### src/rtl/cgee_pkg.sv
package cgee_pkg;

   // Field and register widths
   localparam int DATA_W       = 32;
   localparam int MP_W         = 64;
   localparam int ENERGY_W     = 48;
   localparam int HI_W         = 48;
   localparam int ACC_W        = 112;
   localparam int STEP_LEN_W   = 31;
   localparam int STEPS_W      = 20;
   localparam int LOOK_W       = 7;
   localparam int STEP_COUNT_W = 20;
   localparam int CSR_IDX_W    = 3;
   localparam int STEP_W       = 5;

   // Last step of the evaluation sequence
   localparam logic [STEP_W-1:0] EVAL_LAST = 5'd17;

   // Transaction kinds
   localparam logic REQ_UPDATE = 1'b0;
   localparam logic REQ_CLEAR  = 1'b1;

   // Register indexes
   localparam logic [CSR_IDX_W-1:0] CSR_RELATIVE_ACCURACY = 3'd0;
   localparam logic [CSR_IDX_W-1:0] CSR_MACHINE_EPSILON   = 3'd1;
   localparam logic [CSR_IDX_W-1:0] CSR_ABSOLUTE_ACCURACY = 3'd2;
   localparam logic [CSR_IDX_W-1:0] CSR_MINIMAL_ACCURACY  = 3'd3;
   localparam logic [CSR_IDX_W-1:0] CSR_MAX_STEPS         = 3'd4;
   localparam logic [CSR_IDX_W-1:0] CSR_LOOK_AHEAD        = 3'd5;

   // Register reset values
   localparam logic [DATA_W-1:0]  RST_RELATIVE_ACCURACY = 32'd4295;
   localparam logic [DATA_W-1:0]  RST_MACHINE_EPSILON   = 32'd1;
   localparam logic [DATA_W-1:0]  RST_ABSOLUTE_ACCURACY = 32'd4295;
   localparam logic [DATA_W-1:0]  RST_MINIMAL_ACCURACY  = 32'd429496730;
   localparam logic [STEPS_W-1:0] RST_MAX_STEPS         = 20'd1000;
   localparam logic [LOOK_W-1:0]  RST_LOOK_AHEAD        = 7'd10;

   typedef struct packed {
      logic [DATA_W-1:0]  relative_accuracy;
      logic [DATA_W-1:0]  machine_epsilon;
      logic [DATA_W-1:0]  absolute_accuracy;
      logic [DATA_W-1:0]  minimal_accuracy;
      logic [STEPS_W-1:0] max_steps;
      logic [LOOK_W-1:0]  look_ahead;
   } cfg_type;

   typedef enum logic [2:0] {
      ST_IDLE,
      ST_PRODUCT,
      ST_UPDATE,
      ST_REBUILD,
      ST_CLEAR,
      ST_EVAL,
      ST_FINISH
   } ctrl_state_type;

   typedef enum logic [2:0] {
      STG_NONE,
      STG_CAPTURE,
      STG_PRODUCT,
      STG_UPDATE,
      STG_CLEAR,
      STG_REBUILD,
      STG_EVAL,
      STG_FINISH
   } stage_type;

   typedef enum logic [3:0] {
      MUL_NONE,
      MUL_AR,
      MUL_SQ_TOL,
      MUL_SQ_MIN,
      MUL_SQ_EPS,
      MUL_SQ_ABS,
      MUL_LL,
      MUL_LH,
      MUL_HL,
      MUL_HH
   } mul_op_type;

   typedef enum logic [1:0] {
      SQ_TOL,
      SQ_MIN,
      SQ_EPS
   } sq_sel_type;

   typedef enum logic [2:0] {
      ACC_HOLD,
      ACC_LOAD,
      ACC_ADD32,
      ACC_ADD64,
      ACC_TABS
   } acc_op_type;

   typedef enum logic [2:0] {
      LAT_NONE,
      LAT_T2,
      LAT_M2,
      LAT_E2,
      LAT_A2,
      LAT_REL,
      LAT_MIN
   } latch_type;

   typedef struct packed {
      stage_type  stage;
      mul_op_type mul_op;
      sq_sel_type sq_sel;
      acc_op_type acc_op;
      latch_type  latch;
   } cmd_type;

   typedef struct packed {
      logic rebuild_req;
      logic rebuild_done;
      logic out_free;
   } status_type;

   localparam cmd_type CMD_IDLE = '{
      stage:  STG_NONE,
      mul_op: MUL_NONE,
      sq_sel: SQ_TOL,
      acc_op: ACC_HOLD,
      latch:  LAT_NONE
   };

   // Microcode of the evaluation: squares first, then three 64x48 products
   // built from four partial products each, then the vanishing-step threshold.
   function automatic cmd_type eval_cmd(input logic [STEP_W-1:0] step);
      cmd_type cmd;
      cmd       = CMD_IDLE;
      cmd.stage = STG_EVAL;
      unique case (step)
         5'd0: begin
            cmd.mul_op = MUL_SQ_TOL;
         end
         5'd1: begin
            cmd.latch  = LAT_T2;
            cmd.mul_op = MUL_SQ_MIN;
         end
         5'd2: begin
            cmd.latch  = LAT_M2;
            cmd.mul_op = MUL_SQ_EPS;
         end
         5'd3: begin
            cmd.latch  = LAT_E2;
            cmd.mul_op = MUL_SQ_ABS;
         end
         5'd4: begin
            cmd.latch  = LAT_A2;
            cmd.mul_op = MUL_LL;
            cmd.sq_sel = SQ_TOL;
         end
         5'd5: begin
            cmd.acc_op = ACC_LOAD;
            cmd.mul_op = MUL_LH;
            cmd.sq_sel = SQ_TOL;
         end
         5'd6: begin
            cmd.acc_op = ACC_ADD32;
            cmd.mul_op = MUL_HL;
            cmd.sq_sel = SQ_TOL;
         end
         5'd7: begin
            cmd.acc_op = ACC_ADD32;
            cmd.mul_op = MUL_HH;
            cmd.sq_sel = SQ_TOL;
         end
         5'd8: begin
            cmd.acc_op = ACC_ADD64;
            cmd.mul_op = MUL_LL;
            cmd.sq_sel = SQ_MIN;
         end
         5'd9: begin
            cmd.latch  = LAT_REL;
            cmd.acc_op = ACC_LOAD;
            cmd.mul_op = MUL_LH;
            cmd.sq_sel = SQ_MIN;
         end
         5'd10: begin
            cmd.acc_op = ACC_ADD32;
            cmd.mul_op = MUL_HL;
            cmd.sq_sel = SQ_MIN;
         end
         5'd11: begin
            cmd.acc_op = ACC_ADD32;
            cmd.mul_op = MUL_HH;
            cmd.sq_sel = SQ_MIN;
         end
         5'd12: begin
            cmd.acc_op = ACC_ADD64;
            cmd.mul_op = MUL_LL;
            cmd.sq_sel = SQ_EPS;
         end
         5'd13: begin
            cmd.latch  = LAT_MIN;
            cmd.acc_op = ACC_LOAD;
            cmd.mul_op = MUL_LH;
            cmd.sq_sel = SQ_EPS;
         end
         5'd14: begin
            cmd.acc_op = ACC_ADD32;
            cmd.mul_op = MUL_HL;
            cmd.sq_sel = SQ_EPS;
         end
         5'd15: begin
            cmd.acc_op = ACC_ADD32;
            cmd.mul_op = MUL_HH;
            cmd.sq_sel = SQ_EPS;
         end
         5'd16: begin
            cmd.acc_op = ACC_ADD64;
         end
         5'd17: begin
            cmd.acc_op = ACC_TABS;
         end
         default: begin
            cmd.stage = STG_EVAL;
         end
      endcase
      return cmd;
   endfunction

   // value * 2^64 < product, for a 112-bit product
   function automatic logic lt_upper(input logic [HI_W-1:0] value,
                                     input logic [ACC_W-1:0] product);
      logic [HI_W-1:0] hi;
      logic            lo_nz;
      hi    = product[ACC_W-1:MP_W];
      lo_nz = (product[MP_W-1:0] != '0);
      return (value < hi) || ((value == hi) && lo_nz);
   endfunction

endpackage

### src/rtl/cgee_ctrl.sv
module cgee_ctrl
   import cgee_pkg::*;
(
   input  logic       clock,
   input  logic       reset,
   input  logic       req_valid,
   input  logic       req_type,
   output logic       req_stall,
   input  status_type status,
   output cmd_type    cmd
);

   ctrl_state_type     state_ff;
   ctrl_state_type     state_in;
   logic [STEP_W-1:0]  step_ff;
   logic [STEP_W-1:0]  step_in;

   // Next state
   always_comb begin
      state_in = state_ff;
      unique case (state_ff)
         ST_IDLE: begin
            if (req_valid) begin
               state_in = (req_type == REQ_CLEAR) ? ST_CLEAR : ST_PRODUCT;
            end
         end
         ST_PRODUCT: state_in = ST_UPDATE;
         ST_UPDATE:  state_in = status.rebuild_req ? ST_REBUILD : ST_EVAL;
         ST_REBUILD: begin
            if (status.rebuild_done) begin
               state_in = ST_EVAL;
            end
         end
         ST_CLEAR: state_in = ST_EVAL;
         ST_EVAL: begin
            if (step_ff == EVAL_LAST) begin
               state_in = ST_FINISH;
            end
         end
         ST_FINISH: begin
            if (status.out_free) begin
               state_in = ST_IDLE;
            end
         end
         default: state_in = ST_IDLE;
      endcase
   end

   // Advance the evaluation step only while evaluating
   assign step_in = (state_ff == ST_EVAL) ? step_ff + STEP_W'(1) : '0;

   // Outputs
   always_comb begin
      cmd       = CMD_IDLE;
      req_stall = 1'b1;
      unique case (state_ff)
         ST_IDLE: begin
            req_stall = 1'b0;
            cmd.stage = req_valid ? STG_CAPTURE : STG_NONE;
         end
         ST_PRODUCT: begin
            cmd.stage  = STG_PRODUCT;
            cmd.mul_op = MUL_AR;
         end
         ST_UPDATE:  cmd.stage = STG_UPDATE;
         ST_REBUILD: cmd.stage = STG_REBUILD;
         ST_CLEAR:   cmd.stage = STG_CLEAR;
         ST_EVAL:    cmd = eval_cmd(step_ff);
         ST_FINISH:  cmd.stage = STG_FINISH;
         default:    cmd = CMD_IDLE;
      endcase
   end

   always_ff @(posedge clock) begin
      if (reset) begin
         state_ff <= ST_IDLE;
         step_ff  <= '0;
      end else begin
         state_ff <= state_in;
         step_ff  <= step_in;
      end
   end

endmodule

### config.mk
export PLATFORM = sky130hd
export DESIGN_NAME = cgee_ctrl
export DESIGN_NICKNAME = d
export VERILOG_FILES = /design/src/rtl/cgee_pkg.sv /design/src/rtl/cgee_ctrl.sv
export SDC_FILE = /design/constraint.sdc
export NUM_CORES = 1
export LEC_CHECK = 0
export BUFFER_PORTS_ARGS = -buffer_cell sky130_fd_sc_hd__buf_4
export CAP_MARGIN = 20
export CORE_UTILIZATION = 45
export CTS_CLUSTER_SIZE = 12
export DETAILED_ROUTE_END_ITERATION = 6
export PLACE_DENSITY = 0.76
export SYNTH_ARGS = -nofsm -noshare
export SYNTH_HDL_FRONTEND = slang
export SYNTH_SLANG_ARGS = --single-unit
### constraint.sdc
create_clock -name clock -period 1.6 [get_ports clock]
set_input_delay 0.08 -clock clock [delete_from_list [all_inputs] [get_ports clock]]
set_output_delay 0.08 -clock clock [all_outputs]
set_load 0.005 [all_outputs]
==> qor.csv <==
stage,metric,value,unit
outcome,violations,negative setup slack,
detailed_routing,viasPerCell,6.00,
yosys,synth_nets,113,
timing,clock_skew,1.97,ps
yosys,syn-cell-area,797,um^2
floorplan,die_w,44.1,um
yosys,synth_top_area_share,20.1,%
detailed_routing,post-route-drc-count,0,
timing,setup_ws,-123,ps
flow_run,cap_violations,0,
grt,grt_max_degree,16,
timing,slew_viol_final,0,
detailed_routing,vias,894,
yosys,yosysSeqAreaShare,20.1,%
cts,clk_pin_slew,60,ps
setup_path,worst-setup-path-type,reg2out,
setup_path,critPathTopFamily,buffers and inverters,
yosys,syn_inst,101,
setup_path,cp.depth,8,
yosys,yosysWarningCount,0,
setup_path,crit_fanout,3,
layout,fin_nets,147,
detailed_routing,wire_per_inst,15.7,um
timing,hold_ws,57.2,ps
layout,drive_above_1_share,49.6,%
cts,cts_tree,built,
placement,gp_congestion,0.788,
cts,insertion_delay,270,ps
layout,final_cell_mix,"buf_4, a21oi_1, nor2_1",
layout,syn_to_final_growth,48.7,%
cts,cts_root_buf,clkbuf_4,
floorplan,dieArea,1940,um^2
setup_path,crit_chain,buf_6 > inv_6 > ha_4 > buf_4 > or2_4 > o22ai_2 > a21oi_1 > buf_4,
grt,grt_usage,26.4,%
cts,numCtsBuffers,3,
cts,clock_sinks,8,
setup_path,crit_buf_inv,4,
floorplan,rows,14,
layout,n_antenna_cell,0,
timing,post-route-period-util,108,%
timing,fmax,580,MHz
yosys,yosys_register_bits,8,
layout,stdcell_area,1180,um^2
placement,dpl_cell_area,1020,um^2
detailed_routing,drt_iter0_drc,20,
detailed_routing,drtAntennaViolNets,0,
setup_path,crit_top_cell,buf_4,
placement,hpwl,1600,um
grt,grt_antenna_before_repair,0,
worst_hold_path,hold_path_depth,2,
worst_hold_path,hp-class,in2reg,
setup_path,arrival,1640,ps
setup_path,cpPeakStageDelay,350,ps
floorplan,dieHeight,44.1,um
yosys,avgSynthCellArea,7.89,um^2
setup_path,startpoint_type,flip-flop,
setup_path,required,1520,ps
floorplan,initial_core_util,50.6,%
timing,slew_headroom,82.8,%
timing,hold_viol_final,0,
yosys,yosysTopAreaCell,dfxtp_1,
grt,grt_overflow,0,
power,ir_drop,614,uV
layout,final_common_cell,buf_4,
cts,cts_buffer_depth,2,
placement,pre_cts_ws,-11.8,ps
setup_path,cp_slowest_cell,dfxtp_2,
setup_path,end_kind,primary output,
layout,fin_cells,149,
timing,post-route-min-period,1720,ps
yosys,ys_types,40,
placement,dp.cells,144,
detailed_routing,drt_pre_antenna_iters,4,
timing,finalSetupViolCount,4,
power,p_leak,0.000486,uW
floorplan,pin_count,23,
detailed_routing,routed_wl,2340,um
layout,final_core_util,75.2,%
timing,worstMarginPinSlew,255,ps
timing,rsz0062_at_grt,yes,
yosys,ys_top_cells_by_area,"dfxtp_1, ha_1, a21oi_1",
power,p_per_area,749,nW/um^2
outcome,status,"complete, but fails checks",
cts,cts_max_level,1,
floorplan,core,1580,um^2
placement,port_buffers,22,
grt,grt_pass1_vias,834,
grt,grt_pass1_wl,3770,um
setup_path,worstRegToRegCells,6,
[timing repair]
action                     4_1_cts  5_1_grt
hold buffers                     0        0
setup buffers                    2        0
setup endpoints to repair       11       10
pin swaps                       11        4
resized for setup               29        3
[sequential cells by signal (all words and copies together) (netlist names)]
name	count
state_ff	3
step_ff	5
[worst register-to-register path: stages, from the launching register on]
cell       delay (ps)
dfxtp_2           350
buf_6             130
ha_4              150
nand4bb_1         160
buf_4             190
a21o_1            180
a21oi_1           160
[cell usage after synthesis (all sizes together)]
| master | number |
|---|---|
| a41oi | 2 |
| o21ai | 6 |
| nor4 | 1 |
| o311ai | 1 |
| ha | 5 |
| a21o | 2 |
| o22ai | 3 |
| a31oi | 1 |
| nand3b | 3 |
| xnor2 | 3 |
| and3 | 1 |
| a21oi | 10 |
| inv | 6 |
| a221oi | 1 |
| nand3 | 4 |
| a311oi | 1 |
| nor2b | 2 |
| nand2b | 3 |
| nor3 | 5 |
| or3 | 4 |
| nor3b | 2 |
| a21boi | 1 |
| and2b | 3 |
| and4bb | 1 |
| nand4bb | 1 |
| nor2 | 6 |
| nand2 | 5 |
| xor2 | 1 |
| o21ba | 1 |
| dfxtp | 8 |
| or2 | 1 |
| buf | 7 |
[path summary, 6_finish.rpt]
kind / startpoint / to / slack, ps
setup / recovery: step_ff[0] / cmd[4] / -120
hold / removal: reset / state_ff[2] / 60
setup reg to reg: step_ff[0] / state_ff[1] / 190
hold reg to reg: state_ff[1] / state_ff[1] / 610
[kinds of logic (layout without fill, tap and decap cells)]
logic type	Yosys count	in the layout	synth area share [%]
AO/OA/AOI/OAI	29	29	25.3
XOR/XNOR	4	4	4.40
adder cells (fa/ha/maj)	5	5	7.85
buffers and inverters	13	45	8.95
flip-flops	8	8	20.1
AND/OR/NAND/NOR	42	42	33.4
[power by group]
part	internal (uW)	leakage, uW	switching [uW]
combinational	231	0.000405	184
sequential	228	0.0000674	78.2
clock	86.6	0.0000138	80.0
total	545	0.000486	342
[metrics by stage]
stage	power (uW)	setup TNS, ps
after floorplan	549	0
after global placement	676	0
after detailed placement	695	-11.8
after CTS	879	-420
after global routing	940	-627
final	888	-454
[routing by layer]
layer | global-route usage [%] | vias up | share of wire, %
li1 | - | 434 | -
met1 | 31.7 | 415 | 41
met2 | 43.2 | 35 | 50
met3 | 5.71 | 10 | 6.4
met4 | 15.2 | 0 | 3.2
met5 | 0 | - | 0
[area by class of cell]
cell class,count,area (um^2)
fill,108,392
multi-input combinational,80,664
clock buffer,3,22.5
timing repair buffer,36,282
sequential,8,169
tap,16,20.0
inverter,6,27.5
Note: power is estimated with default switching activity, not from simulation.
