`src/rtl/cgee_pkg.sv`:
```
package cgee_pkg;

   // Field and register widths
   localparam int DATA_W       = 32;
   localparam int MP_W         = 64;
   localparam int ENERGY_W     = 48;
   localparam int HI_W         = 48;
   localparam int ACC_W        = 112;
   localparam int STEP_LEN_W   = 31;
   localparam int STEPS_W      = 20;
   localparam int LOOK_W       = 7;
   localparam int STEP_COUNT_W = 20;
   localparam int CSR_IDX_W    = 3;
   localparam int STEP_W       = 5;

   // Last step of the evaluation sequence
   localparam logic [STEP_W-1:0] EVAL_LAST = 5'd17;

   // Transaction kinds
   localparam logic REQ_UPDATE = 1'b0;
   localparam logic REQ_CLEAR  = 1'b1;

   // Register indexes
   localparam logic [CSR_IDX_W-1:0] CSR_RELATIVE_ACCURACY = 3'd0;
   localparam logic [CSR_IDX_W-1:0] CSR_MACHINE_EPSILON   = 3'd1;
   localparam logic [CSR_IDX_W-1:0] CSR_ABSOLUTE_ACCURACY = 3'd2;
   localparam logic [CSR_IDX_W-1:0] CSR_MINIMAL_ACCURACY  = 3'd3;
   localparam logic [CSR_IDX_W-1:0] CSR_MAX_STEPS         = 3'd4;
   localparam logic [CSR_IDX_W-1:0] CSR_LOOK_AHEAD        = 3'd5;

   // Register reset values
   localparam logic [DATA_W-1:0]  RST_RELATIVE_ACCURACY = 32'd4295;
   localparam logic [DATA_W-1:0]  RST_MACHINE_EPSILON   = 32'd1;
   localparam logic [DATA_W-1:0]  RST_ABSOLUTE_ACCURACY = 32'd4295;
   localparam logic [DATA_W-1:0]  RST_MINIMAL_ACCURACY  = 32'd429496730;
   localparam logic [STEPS_W-1:0] RST_MAX_STEPS         = 20'd1000;
   localparam logic [LOOK_W-1:0]  RST_LOOK_AHEAD        = 7'd10;

   typedef struct packed {
      logic [DATA_W-1:0]  relative_accuracy;
      logic [DATA_W-1:0]  machine_epsilon;
      logic [DATA_W-1:0]  absolute_accuracy;
      logic [DATA_W-1:0]  minimal_accuracy;
      logic [STEPS_W-1:0] max_steps;
      logic [LOOK_W-1:0]  look_ahead;
   } cfg_type;

   typedef enum logic [2:0] {
      ST_IDLE,
      ST_PRODUCT,
      ST_UPDATE,
      ST_REBUILD,
      ST_CLEAR,
      ST_EVAL,
      ST_FINISH
   } ctrl_state_type;

   typedef enum logic [2:0] {
      STG_NONE,
      STG_CAPTURE,
      STG_PRODUCT,
      STG_UPDATE,
      STG_CLEAR,
      STG_REBUILD,
      STG_EVAL,
      STG_FINISH
   } stage_type;

   typedef enum logic [3:0] {
      MUL_NONE,
      MUL_AR,
      MUL_SQ_TOL,
      MUL_SQ_MIN,
      MUL_SQ_EPS,
      MUL_SQ_ABS,
      MUL_LL,
      MUL_LH,
      MUL_HL,
      MUL_HH
   } mul_op_type;

   typedef enum logic [1:0] {
      SQ_TOL,
      SQ_MIN,
      SQ_EPS
   } sq_sel_type;

   typedef enum logic [2:0] {
      ACC_HOLD,
      ACC_LOAD,
      ACC_ADD32,
      ACC_ADD64,
      ACC_TABS
   } acc_op_type;

   typedef enum logic [2:0] {
      LAT_NONE,
      LAT_T2,
      LAT_M2,
      LAT_E2,
      LAT_A2,
      LAT_REL,
      LAT_MIN
   } latch_type;

   typedef struct packed {
      stage_type  stage;
      mul_op_type mul_op;
      sq_sel_type sq_sel;
      acc_op_type acc_op;
      latch_type  latch;
   } cmd_type;

   typedef struct packed {
      logic rebuild_req;
      logic rebuild_done;
      logic out_free;
   } status_type;

   localparam cmd_type CMD_IDLE = '{
      stage:  STG_NONE,
      mul_op: MUL_NONE,
      sq_sel: SQ_TOL,
      acc_op: ACC_HOLD,
      latch:  LAT_NONE
   };

   // Microcode of the evaluation: squares first, then three 64x48 products
   // built from four partial products each, then the vanishing-step threshold.
   function automatic cmd_type eval_cmd(input logic [STEP_W-1:0] step);
      cmd_type cmd;
      cmd       = CMD_IDLE;
      cmd.stage = STG_EVAL;
      unique case (step)
         5'd0: begin
            cmd.mul_op = MUL_SQ_TOL;
         end
         5'd1: begin
            cmd.latch  = LAT_T2;
            cmd.mul_op = MUL_SQ_MIN;
         end
         5'd2: begin
            cmd.latch  = LAT_M2;
            cmd.mul_op = MUL_SQ_EPS;
         end
         5'd3: begin
            cmd.latch  = LAT_E2;
            cmd.mul_op = MUL_SQ_ABS;
         end
         5'd4: begin
            cmd.latch  = LAT_A2;
            cmd.mul_op = MUL_LL;
            cmd.sq_sel = SQ_TOL;
         end
         5'd5: begin
            cmd.acc_op = ACC_LOAD;
            cmd.mul_op = MUL_LH;
            cmd.sq_sel = SQ_TOL;
         end
         5'd6: begin
            cmd.acc_op = ACC_ADD32;
            cmd.mul_op = MUL_HL;
            cmd.sq_sel = SQ_TOL;
         end
         5'd7: begin
            cmd.acc_op = ACC_ADD32;
            cmd.mul_op = MUL_HH;
            cmd.sq_sel = SQ_TOL;
         end
         5'd8: begin
            cmd.acc_op = ACC_ADD64;
            cmd.mul_op = MUL_LL;
            cmd.sq_sel = SQ_MIN;
         end
         5'd9: begin
            cmd.latch  = LAT_REL;
            cmd.acc_op = ACC_LOAD;
            cmd.mul_op = MUL_LH;
            cmd.sq_sel = SQ_MIN;
         end
         5'd10: begin
            cmd.acc_op = ACC_ADD32;
            cmd.mul_op = MUL_HL;
            cmd.sq_sel = SQ_MIN;
         end
         5'd11: begin
            cmd.acc_op = ACC_ADD32;
            cmd.mul_op = MUL_HH;
            cmd.sq_sel = SQ_MIN;
         end
         5'd12: begin
            cmd.acc_op = ACC_ADD64;
            cmd.mul_op = MUL_LL;
            cmd.sq_sel = SQ_EPS;
         end
         5'd13: begin
            cmd.latch  = LAT_MIN;
            cmd.acc_op = ACC_LOAD;
            cmd.mul_op = MUL_LH;
            cmd.sq_sel = SQ_EPS;
         end
         5'd14: begin
            cmd.acc_op = ACC_ADD32;
            cmd.mul_op = MUL_HL;
            cmd.sq_sel = SQ_EPS;
         end
         5'd15: begin
            cmd.acc_op = ACC_ADD32;
            cmd.mul_op = MUL_HH;
            cmd.sq_sel = SQ_EPS;
         end
         5'd16: begin
            cmd.acc_op = ACC_ADD64;
         end
         5'd17: begin
            cmd.acc_op = ACC_TABS;
         end
         default: begin
            cmd.stage = STG_EVAL;
         end
      endcase
      return cmd;
   endfunction

   // value * 2^64 < product, for a 112-bit product
   function automatic logic lt_upper(input logic [HI_W-1:0] value,
                                     input logic [ACC_W-1:0] product);
      logic [HI_W-1:0] hi;
      logic            lo_nz;
      hi    = product[ACC_W-1:MP_W];
      lo_nz = (product[MP_W-1:0] != '0);
      return (value < hi) || ((value == hi) && lo_nz);
   endfunction

endpackage

```
`src/rtl/cgee_csr.sv`:
```
module cgee_csr
   import cgee_pkg::*;
(
   input  logic                 clock,
   input  logic                 reset,
   input  logic                 csr_write_enable,
   input  logic [CSR_IDX_W-1:0] csr_index,
   input  logic [DATA_W-1:0]    csr_write_data,
   output cfg_type              cfg
);

   cfg_type cfg_ff;
   cfg_type cfg_in;

   // Decode the register index; ignore writes beyond the list
   always_comb begin
      cfg_in = cfg_ff;
      if (csr_write_enable) begin
         unique case (csr_index)
            CSR_RELATIVE_ACCURACY: cfg_in.relative_accuracy = csr_write_data;
            CSR_MACHINE_EPSILON:   cfg_in.machine_epsilon   = csr_write_data;
            CSR_ABSOLUTE_ACCURACY: cfg_in.absolute_accuracy = csr_write_data;
            CSR_MINIMAL_ACCURACY:  cfg_in.minimal_accuracy  = csr_write_data;
            CSR_MAX_STEPS:         cfg_in.max_steps  = csr_write_data[STEPS_W-1:0];
            CSR_LOOK_AHEAD:        cfg_in.look_ahead = csr_write_data[LOOK_W-1:0];
            default: ;
         endcase
      end
   end

   always_ff @(posedge clock) begin
      if (reset) begin
         cfg_ff.relative_accuracy <= RST_RELATIVE_ACCURACY;
         cfg_ff.machine_epsilon   <= RST_MACHINE_EPSILON;
         cfg_ff.absolute_accuracy <= RST_ABSOLUTE_ACCURACY;
         cfg_ff.minimal_accuracy  <= RST_MINIMAL_ACCURACY;
         cfg_ff.max_steps         <= RST_MAX_STEPS;
         cfg_ff.look_ahead        <= RST_LOOK_AHEAD;
      end else begin
         cfg_ff <= cfg_in;
      end
   end

   assign cfg = cfg_ff;

endmodule

```
`config.mk`:
```
export PLATFORM = sky130hd
export DESIGN_NAME = cgee_csr
export DESIGN_NICKNAME = d
export VERILOG_FILES = /design/src/rtl/cgee_pkg.sv /design/src/rtl/cgee_csr.sv
export SDC_FILE = /design/constraint.sdc
export NUM_CORES = 1
export LEC_CHECK = 0
export ABC_AREA = 1
export BUFFER_PORTS_ARGS = -buffer_cell sky130_fd_sc_hd__buf_2
export CAP_MARGIN = 20
export CORE_UTILIZATION = 46
export DETAILED_ROUTE_END_ITERATION = 10
export PLACE_DENSITY = 0.76
export SLEW_MARGIN = 10
export SYNTH_ARGS = -nofsm -noshare
export SYNTH_HDL_FRONTEND = slang
export SYNTH_SLANG_ARGS = --single-unit
export TNS_END_PERCENT = 30
```
`constraint.sdc`:
```
create_clock -name clock -period 0.8 [get_ports clock]
set_input_delay 0.04 -clock clock [delete_from_list [all_inputs] [get_ports clock]]
set_output_delay 0.04 -clock clock [all_outputs]
set_load 0.01 [all_outputs]
```
==> results of run 1 <==
[tightest hold or removal path: cells and delay by family]
family	cells	cell delay (ps)
AND/OR/NAND/NOR	3	200
buffers and inverters	2	150
[worst paths after layout]
check	cells after the start	startpoint	endpoint	slack [ps]
setup / recovery	1	cfg[103]	cfg[103]	-140
hold / removal	5	csr_write_data[30]	cfg[121]	9
setup reg to reg	3	cfg[9]	cfg[9]	80
hold reg to reg	2	cfg[28]	cfg[28]	460
[cells by family after synthesis]
logic type,Yosys count
flops,155
buf+inv,95
simple gates,606
[repair_timing]
item / in CTS / in global routing
setup endpoints to repair: 155 / 166
gates cloned: 0 / 0
gates resized for setup: 314 / 6
hold endpoints to repair: 36 / 0
buffers inserted: 1 / 3
hold buffers: 20 / 0
[routing by layer]
layer	up-vias	part of all wire	global-route usage
met5	-	0	0
met4	0	0.046	0.191
met2	317	0.50	0.556
met1	2984	0.38	0.351
met3	69	0.080	0.0879
li1	3102	-	-
[report_power, final]
| group | internal, uW | switching (uW) | leakage [uW] |
|---|---|---|---|
| clock network | 6080 | 3240 | 0.000329 |
| logic | 1130 | 1280 | 0.00281 |
| registers | 8050 | 213 | 0.00130 |
[per-stage QoR]
step | TNS, ps | std cells | area [um2] | power (uW) | setup slack, ps
floorplan | -578 | 856 | 5990 | 9340 | -14.4
global placement | -25920 | 1205 | 7460 | 10200 | -273
detailed placement | -28070 | 1205 | 7460 | 10300 | -257
CTS | -18020 | 1257 | 9510 | 19900 | -135
global route | -20740 | 1261 | 9540 | 20600 | -159
finish | -16560 | 1261 | 9540 | 20000 | -137
[cells in the final DEF (no fill, tap or decap)]
cell type / count
buf_12: 18
buf_2: 36
buf_4: 27
buf_6: 155
bufinv_16: 6
clkbuf_16: 17
clkbuf_4: 1
clkbuf_8: 3
clkinv_2: 2
clkinvlp_4: 2
dfxtp_2: 155
diode_2: 1
dlygate4sd3_1: 20
inv_1: 31
inv_2: 7
inv_4: 1
inv_6: 1
nand2_1: 203
nand3_1: 155
nor2_1: 240
nor2_2: 6
nor2_4: 2
[layout make-up]
class / count / area share
timing repair buffer: 257 / 0.283
multi-input combinational: 606 / 0.262
sequential: 155 / 0.346
antenna: 1 / 0.000262
clock inverter: 11 / 0.0224
clock buffer: 20 / 0.0489
tap: 172 / 0.0226
inverter: 39 / 0.0156
==> flow_metrics.env, run 1 <==
export IMPL_die_h_um=116
export IMPL_hold_viol=0
export IMPL_critPathMaxStageDelay_ps=360
export IMPL_fp_coreArea_um2=12700
export IMPL_synth_compound_area_frac=0
export IMPL_async_flop_share=0
export IMPL_status="finished with violations"
export IMPL_cts_tree="yes"
export IMPL_cp_slowest_cell="dfxtp_2"
export IMPL_drv_slew=0
export IMPL_yosysUniqueCellTypes=11
export IMPL_ctsHtreeMaxLevel=4
export IMPL_syn_to_final_growth_pct=59.4
export IMPL_finalCriticalPeriod_ps=937
export IMPL_syn_nets=894
export IMPL_dp_hpwl_um=13100
export IMPL_path_delay_family="flip-flops"
export IMPL_synthMuxAreaShare=0
export IMPL_core_rowCount=41
export IMPL_p_leak_uw=0.00444
export IMPL_synth_top_area_cell="dfxtp_1"
export IMPL_gp_congestion=0.839
export IMPL_largest_reg_flops=155
export IMPL_clockBufferDepth=2
export IMPL_synthFlopType="dfxtp_1"
export IMPL_wl_per_cell_um=16.6
export IMPL_syn_area_per_cell_um2=6.99
export IMPL_setup_viol=155
export IMPL_via_count=6472
export IMPL_ios=193
export IMPL_hold_class="in -> reg"
export IMPL_synthTopCellsByArea="dfxtp_1 (52%), nor2_1 (15%), nand3_1 (13%), nand2_1 (13%), buf_2 (2.7%)"
export IMPL_wl_um=20900
export IMPL_ir_drop_uv=1370
export IMPL_synth_seq_cells=155
export IMPL_cts_buffers=17
export IMPL_route_detailed_drc=0
export IMPL_clock_skew_ps=0
export IMPL_synth_edf_count=0
export IMPL_yosysWarnings=0
export IMPL_antenna_found_initial=1
export IMPL_fin_crit_sh=1.17
export IMPL_grt_pass1_vias=6296
export IMPL_viasPerCell=5.13
export IMPL_worst_setup_path_end_kind="output port"
export IMPL_violations="setup timing"
export IMPL_worst_slack_ps=-137
export IMPL_die_area_um2=13500
export IMPL_syn_area_um2=5980
export IMPL_yosysSeqAreaShare=0.519
export IMPL_crit_required_ps=760
export IMPL_yosysMostFrequentCell="nor2_1"
export IMPL_synth_common_cells="nor2_1 (246), nand2_1 (203), dfxtp_1 (155), nand3_1 (155), inv_1 (37)"
export IMPL_crit_path_start_kind="flip-flop"
export IMPL_fillers=923
export IMPL_timing_fmax_mhz=1070
export IMPL_start_util=0.472
export IMPL_multi_input_area_um2=2500
export IMPL_power_density_nw_per_um2=2100
export IMPL_critical_path_class="reg -> out"
export IMPL_cp_buffers_inverters=1
export IMPL_first_pass_iters=6
export IMPL_gr_total_overflow=0
export IMPL_clock_sinks=155
export IMPL_synth_simple_area_share=0.413
export IMPL_ant_nets=0
export IMPL_regArea_um2=3300
export IMPL_drtIter0Drc=468
export IMPL_whs_ps=9.07
export IMPL_port_buffers=192
export IMPL_crit_path_cell_trace="buf_6"
export IMPL_clockRootBuffer="clkbuf_16"
export IMPL_clkLatencyLatePin_ps=420
export IMPL_path_max_fanout=2
export IMPL_cts_clk_slew_worst_paths_ps=60
export IMPL_drive_gt1_frac=0.403
export IMPL_tightest_slew_ps=346
export IMPL_synthXorXnorAreaFrac=0
export IMPL_synth_top_area_share=0.519
export IMPL_drv_cap=0
export IMPL_nets=1114
export IMPL_die_w_um=116
export IMPL_grt_pass1_wl_um=32000
export IMPL_synth_top_family_by_area="simple AND/OR/NAND/NOR gates"
export IMPL_grt_max_degree=47
export IMPL_post_route_util=0.753
export IMPL_max_slew_margin_rel=0.769
export IMPL_cp_arrival_ps=900
export IMPL_synthAdderAreaFrac=0
export IMPL_synthesis_instances=856
export IMPL_grt_total_usage=0.321
export IMPL_rsz0062_at_grt="true"
Note: power is estimated with default switching activity, not from simulation.
==> run 2: changes to the inputs <==
==> constraint.sdc (replaced) <==
create_clock -name clock -period 0.8 [get_ports clock]
set_input_delay 0.08 -clock clock [delete_from_list [all_inputs] [get_ports clock]]
set_output_delay 0.08 -clock clock [all_outputs]
set_load 0.01 [all_outputs]
==> run 2 against run 1 <==
- the run still ends with setup timing left
- clock power decreased by 7.1%
- sequential power barely moved
- largest power group unchanged
- combinational power barely moved
==> flow_metrics.env, run 2 (same netlist as run 1, synthesis figures left out) <==
export IMPL_crit_cells=1
export IMPL_clkLatencyLatePin_ps=420
export IMPL_post_route_util=0.746
export IMPL_core_rowCount=41
export IMPL_drive_gt1_frac=0.407
export IMPL_rsz0062_at_grt="true"
export IMPL_ctsHtreeMaxLevel=4
export IMPL_start_util=0.472
export IMPL_cp_slowest_cell="dfxtp_4"
export IMPL_die_area_um2=13500
export IMPL_drv_cap=0
export IMPL_clockBufferDepth=2
export IMPL_hold_class="in -> reg"
export IMPL_critPathMaxStageDelay_ps=360
export IMPL_max_slew_margin_rel=0.792
export IMPL_ios=193
export IMPL_final_cell_mix="nor2_1 (240), nand2_1 (203), buf_6 (156)"
export IMPL_largest_reg_flops=155
export IMPL_gp_congestion=0.827
export IMPL_clockRootBuffer="clkbuf_16"
export IMPL_finalCriticalPeriod_ps=981
export IMPL_ir_drop_uv=1300
export IMPL_layout_commonest_cell="nor2_1"
export IMPL_setup_viol=155
export IMPL_viasPerCell=5.14
export IMPL_cts_clk_slew_worst_paths_ps=60
export IMPL_drtIter0Drc=510
export IMPL_worst_setup_path_end_kind="output port"
export IMPL_clock_skew_ps=0
export IMPL_fin_crit_sh=1.23
export IMPL_dp_hpwl_um=12300
export IMPL_clock_sinks=155
export IMPL_power_density_nw_per_um2=2040
export IMPL_drv_slew=0
export IMPL_cp_buffers_inverters=1
export IMPL_whs_ps=49.8
export IMPL_cts_tree="yes"
export IMPL_fp_coreArea_um2=12700
export IMPL_p_leak_uw=0.00439
export IMPL_ant_nets=0
export IMPL_status="finished with violations"
export IMPL_grt_total_usage=0.314
export IMPL_hold_viol=0
export IMPL_path_max_fanout=2
export IMPL_grt_max_degree=51
export IMPL_wl_um=20700
export IMPL_grt_pass1_wl_um=31600
export IMPL_crit_required_ps=720
export IMPL_port_buffers=192
export IMPL_via_count=6479
export IMPL_crit_path_start_kind="flip-flop"
export IMPL_syn_to_final_growth_pct=58.0
export IMPL_crit_path_cell_trace="buf_6"
export IMPL_nets=1114
export IMPL_cts_buffers=17
export IMPL_violations="setup timing"
export IMPL_whs_path_depth=5
export IMPL_ff2ff_path_depth=3
export IMPL_worst_slack_ps=-181
export IMPL_diodes=0
export IMPL_wl_per_cell_um=16.4
export IMPL_first_pass_iters=5
export IMPL_grt_pass1_vias=6116
export IMPL_antenna_found_initial=0
export IMPL_fillers=924
export IMPL_path_delay_family="flip-flops"
export IMPL_die_h_um=116
export IMPL_route_detailed_drc=0
export IMPL_cp_arrival_ps=900
export IMPL_critical_path_class="reg -> out"
export IMPL_gr_total_overflow=0
export IMPL_tightest_slew_ps=312
export IMPL_die_w_um=116
export IMPL_timing_fmax_mhz=1020
## run 2: changes by cell type in the layout (fill, tap and decap cells not counted), sizes merged
cell	before	now
diode	1	0
inv	40	39
bufinv	6	4
buf	236	237
clkinv	2	4
clkinvlp	2	3
## run 2: report_power, final
group / internal [uW] / switching (uW)
Sequential: 8040 / 219
Combinational: 1100 / 1280
Clock: 5460 / 3200
Total: 14600 / 4690
## run 2: final cells by class
class                   instances  area [um2]  share of cell area
repair buffers                257        2640               0.279
clock inverters                11         166              0.0176
flip-flops and latches        155        3300               0.349
inverters                      39         151              0.0160
clock buffers                  21         470              0.0498
well taps                     172         215              0.0228
multi-input cells             606        2510               0.266
## run 2: per-layer routing
layer / track usage / up-vias / wire [um]
met2: 0.521 / 316 / 10100
met3: 0.0910 / 51 / 1770
met4: 0.150 / 0 / 678
met1: 0.374 / 3011 / 8100
met5: 0 / - / 0
li1: - / 3101 / -
## run 2: path summary, 6_finish.rpt
path,startpoint,end,slack (ps)
worst max-delay path,cfg[60],cfg[60],-180
worst min-delay path,csr_write_data[29],cfg[88],50
worst max register to register,cfg[14],cfg[14],50
worst min register to register,cfg[43],cfg[43],460
## run 2: stage by stage
stage	setup WS [ps]	total power (uW)	TNS [ps]	area, um2	cells
2_1_floorplan	-20.8	9370	-371	6050	856
3_3_place_gp	-273	10200	-34860	7370	1199
3_5_place_dp	-308	10200	-37240	7370	1199
4_1_cts	-175	19200	-23270	9390	1254
5_1_grt	-201	19900	-25920	9450	1261
6_report	-181	19300	-22260	9450	1261
## run 2: timing repair
action / 4_1_cts / 5_1_grt
setup endpoints to repair: 155 / 179
resized for setup: 311 / 15
buffers inserted: 3 / 7
hold endpoints to repair: 35 / 0
hold buffers: 20 / 0
==> run 3: changes to the inputs <==
--- a/config.mk
+++ b/config.mk
@@ -5,7 +5,6 @@
 export SDC_FILE = /design/constraint.sdc
 export NUM_CORES = 1
 export LEC_CHECK = 0
-export ABC_AREA = 1
 export BUFFER_PORTS_ARGS = -buffer_cell sky130_fd_sc_hd__buf_2
 export CAP_MARGIN = 20
 export CORE_UTILIZATION = 46
==> run 3 against run 2 <==
- the run still ends with setup timing left
- total power decreased by 7.3%
- register-to-register slack lost 130 ps
- sequential share of layout area down 1.6 points
- maximum frequency increased by 1.0%
- clock power fell by 6.6%
- final area is 4.5% higher
- combinational power decreased by 27%
==> flow_metrics.env, run 3 <==
export IMPL_synth_top_area_share=0.509
export IMPL_start_util=0.477
export IMPL_crit_path_cell_trace="buf_6"
export IMPL_layout_commonest_cell="buf_6"
export IMPL_viasPerCell=4.98
export IMPL_die_area_um2=13700
export IMPL_syn_to_final_growth_pct=62.2
export IMPL_antenna_found_initial=0
export IMPL_p_leak_uw=0.00467
export IMPL_clock_sinks=155
export IMPL_synthTopCellsByArea="dfxtp_1 (51%), mux2i_1 (25%), nand2b_1 (16%), nor2_1 (3.4%), buf_2 (1.6%)"
export IMPL_swShare=0.227
export IMPL_synth_top_area_cell="dfxtp_1"
export IMPL_dp_cells=923
export IMPL_dp_hpwl_um=10800
export IMPL_fp_coreArea_um2=12800
export IMPL_drive_gt1_frac=0.551
export IMPL_yosysSeqAreaShare=0.509
export IMPL_fin_area_um2=9880
export IMPL_synth_seq_cells=155
export IMPL_finalCriticalPeriod_ps=971
export IMPL_fillers=747
export IMPL_violations="setup timing"
export IMPL_clkLatencyLatePin_ps=410
export IMPL_core_rowCount=41
export IMPL_diodes=0
export IMPL_crit_required_ps=720
export IMPL_drv_slew=0
export IMPL_drtIter0Drc=256
export IMPL_post_route_util=0.774
export IMPL_worst_setup_path_end_kind="output port"
export IMPL_wl_um=18700
export IMPL_comb_power_share=0.097
export IMPL_gr_total_overflow=0
export IMPL_hold_class="in -> reg"
export IMPL_via_count=5048
export IMPL_fin_crit_sh=1.21
export IMPL_cp_arrival_ps=890
export IMPL_status="finished with violations"
export IMPL_cp_slowest_cell="dfxtp_2"
export IMPL_place_area_um2=7540
export IMPL_rsz0062_at_grt="true"
export IMPL_wl_per_cell_um=18.4
export IMPL_regArea_um2=3300
export IMPL_ir_drop_uv=1410
export IMPL_worst_slack_ps=-171
export IMPL_setup_viol=161
export IMPL_die_w_um=117
export IMPL_grt_pass1_vias=5102
export IMPL_cts_buffers=17
export IMPL_cp_buffers_inverters=1
export IMPL_cts_tree="yes"
export IMPL_synth_common_cells="dfxtp_1 (155), mux2i_1 (155), nand2b_1 (151), nor2_1 (56)"
export IMPL_critPathMaxStageDelay_ps=360
export IMPL_grt_total_usage=0.257
export IMPL_synth_edf_count=0
export IMPL_syn_nets=606
export IMPL_path_max_fanout=2
export IMPL_clockRootBuffer="clkbuf_16"
export IMPL_multi_input_area_um2=2890
export IMPL_pre_cts_ws_ps=-412
export IMPL_clockPowerShare=0.452
export IMPL_yosysWarnings=0
export IMPL_grt_pass1_wl_um=26300
export IMPL_max_slew_margin_rel=0.801
export IMPL_synthFlopType="dfxtp_1"
export IMPL_route_detailed_drc=0
export IMPL_critical_path_class="reg -> out"
export IMPL_final_cell_mix="buf_6 (167), dfxtp_2 (155), mux2i_1 (154)"
export IMPL_clock_skew_ps=0
export IMPL_crit_path_start_kind="flip-flop"
export IMPL_p_int_uw=13800
export IMPL_ios=193
export IMPL_total_power_uw=17900
export IMPL_drv_cap=0
export IMPL_syn_area_per_cell_um2=10.7
export IMPL_yosysUniqueCellTypes=14
export IMPL_synthesis_instances=568
export IMPL_power_density_nw_per_um2=1810
export IMPL_die_h_um=117
export IMPL_grt_max_degree=54
export IMPL_largest_reg_flops=155
export IMPL_ctsHtreeMaxLevel=4
export IMPL_path_delay_family="flip-flops"
export IMPL_cts_clk_slew_worst_paths_ps=60
export IMPL_final_instance_count_excl_fill=1014
export IMPL_gp_congestion=0.827
export IMPL_p_sw_uw=4060
export IMPL_async_flop_share=0
export IMPL_ant_nets=0
export IMPL_hold_viol=0
export IMPL_tightest_slew_ps=298
export IMPL_clockBufferDepth=2
export IMPL_port_buffers=192
export IMPL_nets=868
export IMPL_seq_power_share=0.451
export IMPL_syn_area_um2=6090
export IMPL_timing_fmax_mhz=1030
export IMPL_first_pass_iters=4
run 3: cell types whose count changed after synthesis, moves of 3 or more:
| cell | delta |
|---|---|
| buf_2 | -12 |
| nor2_1 | -190 |
| inv_1 | -37 |
| buf_1 | -11 |
| mux2i_1 | +155 |
| nand2_1 | -203 |
| nand3_1 | -155 |
| nand4bb_1 | +3 |
| nand2b_1 | +151 |
| clkbuf_1 | +10 |
run 3: path summary, 6_finish.rpt:
check,slack (ps),cells past startpoint,startpoint,end
max,-170,1,cfg[62],cfg[62]
min,10,3,csr_write_data[21],cfg[144]
max reg2reg,-80,4,cfg[106],cfg[106]
min reg2reg,480,2,cfg[52],cfg[52]
run 3: repair_timing:
item | in CTS | in global routing
pin swaps | 0 | 2
endpoints found under the setup margin | 155 | 184
setup buffers | 10 | 30
hold endpoints to repair | 56 | 0
resized for setup | 311 | 21
hold buffers | 20 | 0
run 3: power groups by stage:
stage          sequential (uW)  combinational (uW)  clock, uW
2_1_floorplan             8230                 680          0
3_3_place_gp              8150                1300          0
3_5_place_dp              8150                1330          0
4_1_cts                   8060                1620       8120
5_1_grt                   8070                1830       8530
6_report                  8060                1730       8090
run 3: stage by stage:
stage	hold WS [ps]	setup TNS (ps)
after global routing	29.4	-26400
after detailed placement	363	-50740
after floorplan	235	-10890
final	10.7	-21400
after global placement	350	-46740
after CTS	0.0502	-23580
run 3: cell families (layout without fill, tap and decap cells):
family / after synthesis / in the layout / synth area share
AND/OR/NAND/NOR: 216 / 216 / 0.204
multiplexers: 155 / 155 / 0.255
flip-flops: 155 / 155 / 0.509
buffers and inverters: 42 / 316 / 0.0318
run 3: final cells by class:
cell class	count	area share
tap	172	0.0218
multi-input combinational	371	0.292
sequential	155	0.334
timing repair buffer	285	0.293
clock inverter	13	0.0153
clock buffer	18	0.0444
run 3: metal layers:
layer | vias up | part of all wire | wire length, um | track usage
met5 | - | 0 | 0 | 0
met4 | 0 | 0.019 | 355 | 0.0979
met3 | 29 | 0.069 | 1290 | 0.0937
met2 | 178 | 0.53 | 9880 | 0.475
met1 | 2450 | 0.38 | 7170 | 0.265
li1 | 2391 | - | - | -
